==> src/rtl/cpw_pkg.sv <==
// shared types, codes and constants of the centronics printer write block
package cpw_pkg;

   localparam int COUNT_BITS_DEFAULT = 16;
   localparam int SHOW_BITS          = 16;
   localparam logic [SHOW_BITS-1:0] SHOW_MAX = '1;

   localparam int QUEUE_DEPTH = 2;

   localparam int CSR_ADDR_BITS = 3;
   localparam int CSR_DATA_BITS = 32;

   localparam logic [31:0] TIMEOUT_RESET = 32'd10000000;
   localparam logic [15:0] STROBE_RESET  = 16'd10;

   typedef enum logic {
      REG_TIMEOUT = 1'b0,
      REG_STROBE  = 1'b1
   } reg_index_type;

   typedef enum logic {
      OP_TICK = 1'b0,
      OP_BYTE = 1'b1
   } op_type;

   typedef enum logic [2:0] {
      PH_IDLE     = 3'd0,
      PH_WAITFREE = 3'd1,
      PH_STROBE   = 3'd2,
      PH_WAITACK  = 3'd3,
      PH_BETWEEN  = 3'd4,
      PH_OK       = 3'd5,
      PH_TIMEOUT  = 3'd6,
      PH_ERROR    = 3'd7
   } phase_type;

   typedef enum logic [1:0] {
      ST_BUSY    = 2'd0,
      ST_OK      = 2'd1,
      ST_TIMEOUT = 2'd2,
      ST_ERROR   = 2'd3
   } status_type;

   typedef struct packed {
      op_type     op;
      logic [7:0] data_byte;
      logic       last_byte;
      logic       not_busy;
      logic       not_ack;
      logic       not_error;
   } item_type;

   typedef struct packed {
      logic valid;
      logic full;
   } queue_status_type;

endpackage

==> src/rtl/cpw_front.sv <==
// front end: takes request words and classifies them into queue entries
module cpw_front (
   input  logic                      req_valid,
   output logic                      req_stall,
   input  logic                      req_kind,
   input  logic [7:0]                req_data_byte,
   input  logic                      req_last_byte,
   input  logic                      req_line_not_busy,
   input  logic                      req_line_not_ack,
   input  logic                      req_line_not_error,
   input  cpw_pkg::queue_status_type q_status,
   output logic                      push,
   output cpw_pkg::item_type         push_item
);

   always_comb begin
      req_stall = q_status.full;
      push      = req_valid && !q_status.full;
      push_item = '0;
      if (req_kind) begin
         push_item.op        = cpw_pkg::OP_BYTE;
         push_item.data_byte = req_data_byte;
         push_item.last_byte = req_last_byte;
      end else begin
         push_item.op        = cpw_pkg::OP_TICK;
         push_item.not_busy  = req_line_not_busy;
         push_item.not_ack   = req_line_not_ack;
         push_item.not_error = req_line_not_error;
      end
   end

endmodule

==> src/rtl/cpw_queue.sv <==
// short queue between the front end and the handshake engine
module cpw_queue (
   input  logic                      clock,
   input  logic                      reset,
   input  logic                      push,
   input  cpw_pkg::item_type         push_item,
   input  logic                      pop,
   output cpw_pkg::item_type         head_item,
   output cpw_pkg::queue_status_type q_status
);

   localparam int DEPTH    = cpw_pkg::QUEUE_DEPTH;
   localparam int PTR_BITS = (DEPTH > 1) ? $clog2(DEPTH) : 1;
   localparam int CNT_BITS = $clog2(DEPTH + 1);

   cpw_pkg::item_type   entry_ff [DEPTH];
   logic [PTR_BITS-1:0] wr_ptr_ff, wr_ptr_in;
   logic [PTR_BITS-1:0] rd_ptr_ff, rd_ptr_in;
   logic [CNT_BITS-1:0] count_ff, count_in;

   function automatic logic [PTR_BITS-1:0] next_ptr(input logic [PTR_BITS-1:0] ptr);
      if (ptr == PTR_BITS'(DEPTH - 1)) begin
         return '0;
      end
      return ptr + PTR_BITS'(1);
   endfunction

   always_comb begin
      wr_ptr_in = push ? next_ptr(wr_ptr_ff) : wr_ptr_ff;
      rd_ptr_in = pop ? next_ptr(rd_ptr_ff) : rd_ptr_ff;
      count_in  = count_ff;
      if (push && !pop) begin
         count_in = count_ff + CNT_BITS'(1);
      end else if (pop && !push) begin
         count_in = count_ff - CNT_BITS'(1);
      end
      q_status.valid = (count_ff != '0);
      q_status.full  = (count_ff == CNT_BITS'(DEPTH));
      head_item      = entry_ff[rd_ptr_ff];
   end

   always_ff @(posedge clock) begin
      if (reset) begin
         wr_ptr_ff <= '0;
         rd_ptr_ff <= '0;
         count_ff  <= '0;
      end else begin
         wr_ptr_ff <= wr_ptr_in;
         rd_ptr_ff <= rd_ptr_in;
         count_ff  <= count_in;
      end
   end

   always_ff @(posedge clock) begin
      if (push) begin
         entry_ff[wr_ptr_ff] <= push_item;
      end
   end

   a_count_bound: assert property (@(posedge clock) disable iff (reset)
      count_ff <= CNT_BITS'(DEPTH))
      else $error("queue count above depth");

   a_pop_nonempty: assert property (@(posedge clock) disable iff (reset)
      pop |-> count_ff != '0)
      else $error("pop from empty queue");

endmodule

==> src/rtl/cpw_back.sv <==
// back end: handshake state machine, timers and the response register
module cpw_back #(
   parameter int COUNT_BITS = cpw_pkg::COUNT_BITS_DEFAULT
) (
   input  logic                      clock,
   input  logic                      reset,
   input  cpw_pkg::queue_status_type q_status,
   input  cpw_pkg::item_type         head_item,
   output logic                      pop,
   input  logic [31:0]               timeout_ticks,
   input  logic [15:0]               strobe_ticks,
   output logic                      rsp_valid,
   input  logic                      rsp_stall,
   output logic [7:0]                rsp_data_lines,
   output logic                      rsp_strobe_active,
   output logic                      rsp_ready_for_byte,
   output logic [1:0]                rsp_transfer_status,
   output logic [15:0]               rsp_bytes_sent
);

   localparam int SB   = cpw_pkg::SHOW_BITS;
   localparam int WIDE = (COUNT_BITS > SB) ? COUNT_BITS : SB;

   cpw_pkg::phase_type   phase_ff, phase_in;
   logic [31:0]          budget_ff, budget_in;
   logic [15:0]          strobe_left_ff, strobe_left_in;
   logic [7:0]           held_byte_ff, held_byte_in;
   logic                 final_ff, final_in;
   logic [COUNT_BITS-1:0] sent_ff, sent_in;

   logic                 rsp_valid_ff, rsp_valid_in;
   logic [7:0]           data_lines_ff;
   logic                 strobe_active_ff;
   logic                 ready_ff;
   cpw_pkg::status_type  status_ff, status_in;
   logic [SB-1:0]        shown_ff, shown_in;

   logic                 spend;
   logic                 restart;
   logic                 byte_ok;
   logic [15:0]          strobe_dec;
   logic [WIDE-1:0]      sent_wide;

   always_comb begin
      pop            = q_status.valid && (!rsp_valid_ff || !rsp_stall);
      phase_in       = phase_ff;
      budget_in      = budget_ff;
      strobe_left_in = strobe_left_ff;
      held_byte_in   = held_byte_ff;
      final_in       = final_ff;
      sent_in        = sent_ff;
      spend          = 1'b0;
      restart        = (phase_ff inside {cpw_pkg::PH_IDLE, cpw_pkg::PH_OK,
                                         cpw_pkg::PH_TIMEOUT, cpw_pkg::PH_ERROR});
      byte_ok        = restart || (phase_ff == cpw_pkg::PH_BETWEEN);
      strobe_dec     = (strobe_left_ff != '0) ? strobe_left_ff - 16'd1 : strobe_left_ff;

      if (head_item.op == cpw_pkg::OP_BYTE) begin
         if (restart) begin
            budget_in = timeout_ticks;
            sent_in   = '0;
         end
         if (byte_ok) begin
            held_byte_in = head_item.data_byte;
            final_in     = head_item.last_byte;
            phase_in     = cpw_pkg::PH_WAITFREE;
         end
      end else begin
         unique case (phase_ff)
            cpw_pkg::PH_WAITFREE: begin
               if (head_item.not_busy) begin
                  if (sent_ff != '1) begin
                     sent_in = sent_ff + COUNT_BITS'(1);
                  end
                  strobe_left_in = (strobe_ticks == '0) ? 16'd1 : strobe_ticks;
                  phase_in       = cpw_pkg::PH_STROBE;
               end else begin
                  spend = 1'b1;
               end
            end
            cpw_pkg::PH_STROBE: begin
               strobe_left_in = strobe_dec;
               if (strobe_dec == '0) begin
                  phase_in = cpw_pkg::PH_WAITACK;
               end
            end
            cpw_pkg::PH_WAITACK: begin
               if (head_item.not_busy || !head_item.not_ack) begin
                  if (!head_item.not_error) begin
                     phase_in = cpw_pkg::PH_ERROR;
                  end else if (final_ff) begin
                     phase_in = cpw_pkg::PH_OK;
                  end else begin
                     phase_in = cpw_pkg::PH_BETWEEN;
                  end
               end else begin
                  spend = 1'b1;
               end
            end
            default: begin
            end
         endcase
         if (spend) begin
            if (budget_ff == '0) begin
               phase_in = cpw_pkg::PH_TIMEOUT;
            end else begin
               budget_in = budget_ff - 32'd1;
            end
         end
      end

      unique case (phase_in)
         cpw_pkg::PH_OK:      status_in = cpw_pkg::ST_OK;
         cpw_pkg::PH_TIMEOUT: status_in = cpw_pkg::ST_TIMEOUT;
         cpw_pkg::PH_ERROR:   status_in = cpw_pkg::ST_ERROR;
         default:             status_in = cpw_pkg::ST_BUSY;
      endcase

      sent_wide = WIDE'(sent_in);
      shown_in  = (sent_wide > WIDE'(cpw_pkg::SHOW_MAX)) ? cpw_pkg::SHOW_MAX
                                                         : sent_wide[SB-1:0];

      rsp_valid_in = pop || (rsp_valid_ff && rsp_stall);
   end

   always_ff @(posedge clock) begin
      if (reset) begin
         phase_ff       <= cpw_pkg::PH_IDLE;
         budget_ff      <= '0;
         strobe_left_ff <= '0;
         held_byte_ff   <= '0;
         final_ff       <= 1'b0;
         sent_ff        <= '0;
         rsp_valid_ff   <= 1'b0;
      end else begin
         rsp_valid_ff <= rsp_valid_in;
         if (pop) begin
            phase_ff       <= phase_in;
            budget_ff      <= budget_in;
            strobe_left_ff <= strobe_left_in;
            held_byte_ff   <= held_byte_in;
            final_ff       <= final_in;
            sent_ff        <= sent_in;
         end
      end
   end

   always_ff @(posedge clock) begin
      if (pop) begin
         data_lines_ff    <= held_byte_in;
         strobe_active_ff <= (phase_in == cpw_pkg::PH_STROBE);
         ready_ff         <= (phase_in inside {cpw_pkg::PH_IDLE, cpw_pkg::PH_BETWEEN,
                                               cpw_pkg::PH_OK, cpw_pkg::PH_TIMEOUT,
                                               cpw_pkg::PH_ERROR});
         status_ff        <= status_in;
         shown_ff         <= shown_in;
      end
   end

   assign rsp_valid           = rsp_valid_ff;
   assign rsp_data_lines      = data_lines_ff;
   assign rsp_strobe_active   = strobe_active_ff;
   assign rsp_ready_for_byte  = ready_ff;
   assign rsp_transfer_status = status_ff;
   assign rsp_bytes_sent      = shown_ff;

   a_byte_starts: assert property (@(posedge clock) disable iff (reset)
      (pop && head_item.op == cpw_pkg::OP_BYTE && phase_ff == cpw_pkg::PH_IDLE)
      |=> phase_ff == cpw_pkg::PH_WAITFREE)
      else $error("byte in idle did not start a transfer");

   a_strobe_count: assert property (@(posedge clock) disable iff (reset)
      phase_ff == cpw_pkg::PH_STROBE |-> strobe_left_ff != '0)
      else $error("strobe phase with empty strobe counter");

   a_count_hold: assert property (@(posedge clock) disable iff (reset)
      !pop |=> $stable(sent_ff) && $stable(phase_ff))
      else $error("state changed without a queue word");

   a_rsp_after_pop: assert property (@(posedge clock) disable iff (reset)
      pop |=> rsp_valid_ff)
      else $error("word taken from queue gave no response");

endmodule

==> src/rtl/centronics_printer_write.sv <==
// Host side of the Centronics printer handshake. Each request word is a timer tick with the
// sampled nBUSY/nACK/nERROR lines or a byte to print; each one gives exactly one response word
// with the data lines, strobe, ready, transfer status and sent count after that word. One word
// is taken every clock cycle while the queue is not full: a two-word queue sits between the
// request side and the handshake engine, which retires one queued word per cycle into its
// response register while rsp_stall is low, so the rate is limited only by rsp_stall.
// Registers: timeout_ticks at byte address 0, strobe_ticks at byte address 4.
module centronics_printer_write #(
   parameter int COUNT_BITS = cpw_pkg::COUNT_BITS_DEFAULT
) (
   input  logic                              clock,
   input  logic                              reset,
   input  logic                              req_valid,
   output logic                              req_stall,
   input  logic                              req_kind,
   input  logic [7:0]                        req_data_byte,
   input  logic                              req_last_byte,
   input  logic                              req_line_not_busy,
   input  logic                              req_line_not_ack,
   input  logic                              req_line_not_error,
   output logic                              rsp_valid,
   input  logic                              rsp_stall,
   output logic [7:0]                        rsp_data_lines,
   output logic                              rsp_strobe_active,
   output logic                              rsp_ready_for_byte,
   output logic [1:0]                        rsp_transfer_status,
   output logic [15:0]                       rsp_bytes_sent,
   input  logic                              csr_psel,
   input  logic                              csr_penable,
   input  logic                              csr_pwrite,
   input  logic [cpw_pkg::CSR_ADDR_BITS-1:0] csr_paddr,
   input  logic [cpw_pkg::CSR_DATA_BITS-1:0] csr_pwdata,
   output logic [cpw_pkg::CSR_DATA_BITS-1:0] csr_prdata,
   output logic                              csr_pready
);

   logic [31:0]               timeout_ff, timeout_in;
   logic [15:0]               strobe_ff, strobe_in;
   cpw_pkg::reg_index_type    csr_index;
   logic                      csr_write;

   cpw_pkg::queue_status_type q_status;
   cpw_pkg::item_type         push_item;
   cpw_pkg::item_type         head_item;
   logic                      push;
   logic                      pop;

   always_comb begin
      csr_index  = cpw_pkg::reg_index_type'(csr_paddr[2]);
      csr_write  = csr_psel && csr_penable && csr_pwrite;
      csr_pready = 1'b1;
      timeout_in = timeout_ff;
      strobe_in  = strobe_ff;
      unique case (csr_index)
         cpw_pkg::REG_TIMEOUT: begin
            csr_prdata = timeout_ff;
            if (csr_write) begin
               timeout_in = csr_pwdata;
            end
         end
         cpw_pkg::REG_STROBE: begin
            csr_prdata = {16'd0, strobe_ff};
            if (csr_write) begin
               strobe_in = csr_pwdata[15:0];
            end
         end
         default: begin
            csr_prdata = '0;
         end
      endcase
   end

   always_ff @(posedge clock) begin
      if (reset) begin
         timeout_ff <= cpw_pkg::TIMEOUT_RESET;
         strobe_ff  <= cpw_pkg::STROBE_RESET;
      end else begin
         timeout_ff <= timeout_in;
         strobe_ff  <= strobe_in;
      end
   end

   cpw_front u_front (
      .req_valid          (req_valid),
      .req_stall          (req_stall),
      .req_kind           (req_kind),
      .req_data_byte      (req_data_byte),
      .req_last_byte      (req_last_byte),
      .req_line_not_busy  (req_line_not_busy),
      .req_line_not_ack   (req_line_not_ack),
      .req_line_not_error (req_line_not_error),
      .q_status           (q_status),
      .push               (push),
      .push_item          (push_item)
   );

   cpw_queue u_queue (
      .clock     (clock),
      .reset     (reset),
      .push      (push),
      .push_item (push_item),
      .pop       (pop),
      .head_item (head_item),
      .q_status  (q_status)
   );

   cpw_back #(
      .COUNT_BITS (COUNT_BITS)
   ) u_back (
      .clock               (clock),
      .reset               (reset),
      .q_status            (q_status),
      .head_item           (head_item),
      .pop                 (pop),
      .timeout_ticks       (timeout_ff),
      .strobe_ticks        (strobe_ff),
      .rsp_valid           (rsp_valid),
      .rsp_stall           (rsp_stall),
      .rsp_data_lines      (rsp_data_lines),
      .rsp_strobe_active   (rsp_strobe_active),
      .rsp_ready_for_byte  (rsp_ready_for_byte),
      .rsp_transfer_status (rsp_transfer_status),
      .rsp_bytes_sent      (rsp_bytes_sent)
   );

endmodule

==> config.mk <==
export PLATFORM = sky130hd
export DESIGN_NAME = centronics_printer_write
export DESIGN_NICKNAME = d
export VERILOG_FILES = /design/src/rtl/cpw_pkg.sv /design/src/rtl/cpw_front.sv /design/src/rtl/cpw_queue.sv /design/src/rtl/cpw_back.sv /design/src/rtl/centronics_printer_write.sv
export SDC_FILE = /design/constraint.sdc
export NUM_CORES = 1
export LEC_CHECK = 0
export BUFFER_PORTS_ARGS = -buffer_cell sky130_fd_sc_hd__buf_2
export CELL_PAD_IN_SITES_DETAIL_PLACEMENT = 0
export CELL_PAD_IN_SITES_GLOBAL_PLACEMENT = 1
export CORE_MARGIN = 3
export CORE_UTILIZATION = 47
export CTS_CLUSTER_SIZE = 14
export DETAILED_ROUTE_END_ITERATION = 12
export MAX_ROUTING_LAYER = met4
export PLACE_DENSITY_LB_ADDON = 0.1
export SETUP_SLACK_MARGIN = 0.3
export SLEW_MARGIN = 15
export SYNTH_ARGS = -nofsm -noshare
export SYNTH_HDL_FRONTEND = slang
export SYNTH_SLANG_ARGS = --single-unit
==> constraint.sdc <==
create_clock -name clock -period 5.8 [get_ports clock]
set_input_delay 1.16 -clock clock [delete_from_list [all_inputs] [get_ports clock]]
set_output_delay 1.16 -clock clock [all_outputs]
set_load 0.03 [all_outputs]
==> impl_metrics.csv <==
group,metric,value,unit
finish,finish.net_count,1196,
power_and_ir_drop,vdd_ir_drop_max,0.3188,mV
sta,drv_slew,0,
critical_path,cp_top_family,"buffers and inverters",
critical_path,r2r_cells,5,
finish,final_cells,1409,
placement,dp.cells,1377,
global_route,track_usage,21.98,%
clocking,hold_buffers,0,
critical_path,cp_slowest_cell,"buf_2",
sta,finalCritPeriodShare,60.97,%
sta,hold_viol,0,
sta,max_freq,0.2828,GHz
global_route,antenna_found_initial,0,
critical_path,critical_path_arrival,2.38,ns
power_and_ir_drop,sw_frac_of_total,43.62,%
critical_path,slowest_delay,0.59,ns
critical_path,crit_cells,3,
placement,gp_congestion,0.8834,
power_and_ir_drop,intPower,3.166,mW
power_and_ir_drop,p_sw,2.450,mW
placement,port_buffers,114,
drt,wl,22.87,mm
hold_path,hold_depth,2,
drt,drt_first_pass_iters,7,
drt,drtAntennaViolNets,0,
die,die_area,21220,µm²
logic_synthesis,synthCells,1069,
sta,min_period,3.536,ns
critical_path,cp_cell_sequence,"buf_2 -> mux2_2 -> buf_2",
finish,nFillCells,1842,
power_and_ir_drop,seqPwrFrac,32.9,%
drt,drc,0,
clocking,cts.sink_count,184,
clocking,root_buffer,"clkbuf_16",
logic_synthesis,synthTopCellsByArea,"dfxtp_1 28%, edfxtp_1 18%, nand2_1 8.2%",
logic_synthesis,synth_nets,1129,
clocking,cts.clk_slew.worst_paths,0.08,ns
logic_synthesis,ys_ff_latch,184,
sta,max_slew_margin,26.58,%
placement,place_area,9878,µm²
clocking,clk_latency,0.44,ns
finish,diodes,0,
sta,fin_ws,2.264,ns
logic_synthesis,yosys_warnings,0,
die,rows,50,
sta,finalSetupViolCount,0,
logic_synthesis,synth_edf_count,54,
power_and_ir_drop,p_leak,3.949,nW
sta,rsz0062_at_grt,"false",
critical_path,required,4.64,ns
die,start_util,48.36,%
power_and_ir_drop,comb_power_share,46.5,%
logic_synthesis,syn_area,9168,µm²
power_and_ir_drop,clkPwrFrac,20.7,%
drt,drtIter0Drc,450,
logic_synthesis,ys_seq_area_share,46.08,%
critical_path,path_buf_inv,2,
sta,final.setup.tns,0,ns
clocking,cts_tree,"built",
critical_path,crit_fanout,35,
critical_path,critPathKind,"input port to output pin",
drt,vias_per_cell,5.551,
clocking,cts_buffers,17,
die,die_height,145.7,µm
logic_synthesis,async_reset_ff_share,0,%
logic_synthesis,synth-main-ff-cell,"dfxtp_1",
sta,tightest_slew,1.094,ns
drt,wl_per_cell,16.23,µm
sta,finClkSkew,0.01475,ns
die,pin_count,118,
logic_synthesis,avgSynthCellArea,8.576,µm²
global_route,grt_pass1_wl,37.65,mm
global_route,grt_overflow,0,
hold_path,hp-class,"flip-flop to flip-flop",
global_route,grt_max_degree,86,
placement,place_ws,2.256,ns
critical_path,cp_common_cell,"buf_2",
finish,post-route-util,55.22,%
power_and_ir_drop,powerDensity,536.5,nW/µm²
critical_path,critPathCaptureType,"output pin",
flow_run,drv_cap,0,
outcome,status,"finished, final reports clean",
critical_path,critPathLaunchType,"input port",
logic_synthesis,synth_cell_types,73,
logic_synthesis,yosysTopAreaCell,"dfxtp_1",
clocking,cts_buffer_depth,2,
power_and_ir_drop,total_power,5.616,mW
sta,holdWs,0.4733,ns
drt,vias,7822,
finish,design_area,10470,µm²
clocking,postCtsSetupBuffers,0,
clocking,h-tree-depth,4,
global_route,grt_pass1_vias,7259,
die,fp.coreArea,18960,µm²
finish,area_growth,14.18,%
placement,post-dp-hpwl,14.94,mm
logic_synthesis,synth_top_area_share,28.39,%
die,die_w,145.7,µm
finish,drive_gt1_share,18.10,%
clocking,post_cts_resized,0,
-- cell type report --
class,instances,area [µm²],share of cell area [%]
clock buffers,21,491.7,4.698
clock inverters,11,97.59,0.9323
inverters,13,48.80,0.4662
multi-input cells,795,4612,44.06
flip-flops and latches,184,4224,40.35
well taps,260,325.3,3.108
repair buffers,125,668.1,6.383
-- cells in the final DEF, fill, tap and decap left out, types with 4 or more instances in the layout --
| master | Yosys | routed |
|---|---|---|
| nand2b_1 | 10 | 10 |
| o41ai_1 | 5 | 5 |
| nor4_2 | 5 | 5 |
| nor2b_1 | 20 | 20 |
| and2_1 | 12 | 12 |
| a22o_1 | 8 | 8 |
| nand3_1 | 19 | 19 |
| ha_1 | 5 | 5 |
| nand2_1 | 200 | 200 |
| edfxtp_1 | 54 | 54 |
| nor3_1 | 31 | 31 |
| nor2_1 | 102 | 101 |
| o21ai_0 | 60 | 60 |
| a22oi_1 | 24 | 24 |
| clkbuf_16 | 0 | 18 |
| and3_1 | 9 | 9 |
| nand4_1 | 12 | 12 |
| a21oi_1 | 81 | 81 |
| inv_1 | 12 | 12 |
| or3_1 | 10 | 10 |
| nand3b_1 | 13 | 13 |
| a31oi_1 | 5 | 5 |
| a311oi_1 | 4 | 4 |
| dfxtp_1 | 130 | 130 |
| mux2i_1 | 21 | 20 |
| nor4_1 | 11 | 11 |
| o22ai_1 | 9 | 9 |
| inv_6 | 0 | 4 |
| xor2_1 | 4 | 4 |
| mux2_2 | 22 | 22 |
| a211oi_1 | 29 | 28 |
| buf_2 | 14 | 113 |
| buf_4 | 2 | 11 |
| o31ai_1 | 5 | 5 |
-- sequential cells by signal, indices dropped and copies added, names as in the netlist, named ones only --
signal,cells
strobe_ff,16
timeout_ff,32
u_back.budget_ff,32
u_back.final_ff,1
u_back.held_byte_ff,8
u_back.phase_ff,3
u_back.rsp_bytes_sent,16
u_back.rsp_data_lines,8
u_back.rsp_ready_for_byte,1
u_back.rsp_strobe_active,1
u_back.rsp_transfer_status,2
u_back.rsp_valid,1
u_back.sent_ff,16
u_back.strobe_left_ff,16
u_queue.count_ff,2
u_queue.entry_ff,26
u_queue.rd_ptr_ff,1
u_queue.wr_ptr_ff,1
-- final timing paths --
kind / from / slack [ns] / end
min: timeout_ff[21] / 0.47 / timeout_ff[21]
max reg2reg: u_queue.entry_ff[0][12] / 2.34 / u_back.held_byte_ff[3]
max: csr_paddr[2] / 2.26 / csr_prdata[1]
min reg2reg: timeout_ff[21] / 0.47 / timeout_ff[21]
-- synthesized netlist by cell type, drive strengths merged (10+ instances only) --
master,number
a22oi,24
nor3,35
nand2,200
dfxtp,130
nor4,16
a211oi,29
mux2i,21
and2,12
and3,10
nor2b,20
inv,12
o21ai,63
nand4,13
or3,10
edfxtp,54
nand2b,10
a21oi,84
nand3b,13
clkbuf,57
buf,20
mux2,22
nand3,19
nor2,102
-- cell families (layout without fill, tap and decap cells) --
group,count (synthesis),count (layout),share of synthesized area [%]
mux,43,43,4.995
fa+ha+maj,5,5,0.6824
simple gates,474,474,24.99
buf+inv,90,170,3.958
xor+xnor,6,6,0.5732
compound gates,266,266,18.68
other cells,1,1,0.04091
flops,184,184,46.08
-- routing by layer --
metal,global-route usage (%),up-vias,share of wire (%)
met4,4.511,0,0.84
met5,-,-,0
met1,29.98,3651,48
met2,34.24,169,47
li1,-,3982,-
met3,4.422,20,4.0
-- worst register-to-register path, stage by stage (launching register included) --
cell      delay, ns
edfxtp_1       0.40
mux2_2         0.89
o21ai_1        0.68
nor2_1         1.00
nor2_1         0.08
a211oi_1       0.30
-- power groups by stage --
stage	clock network [mW]	logic [mW]	registers, mW
6_report	1.16	2.61	1.85
5_1_grt	1.24	2.92	1.88
4_1_cts	1.19	2.62	1.84
3_5_place_dp	0	2.61	1.87
3_3_place_gp	0	2.59	1.87
2_1_floorplan	0	1.86	2.00
(Power assumes the default switching activity.)
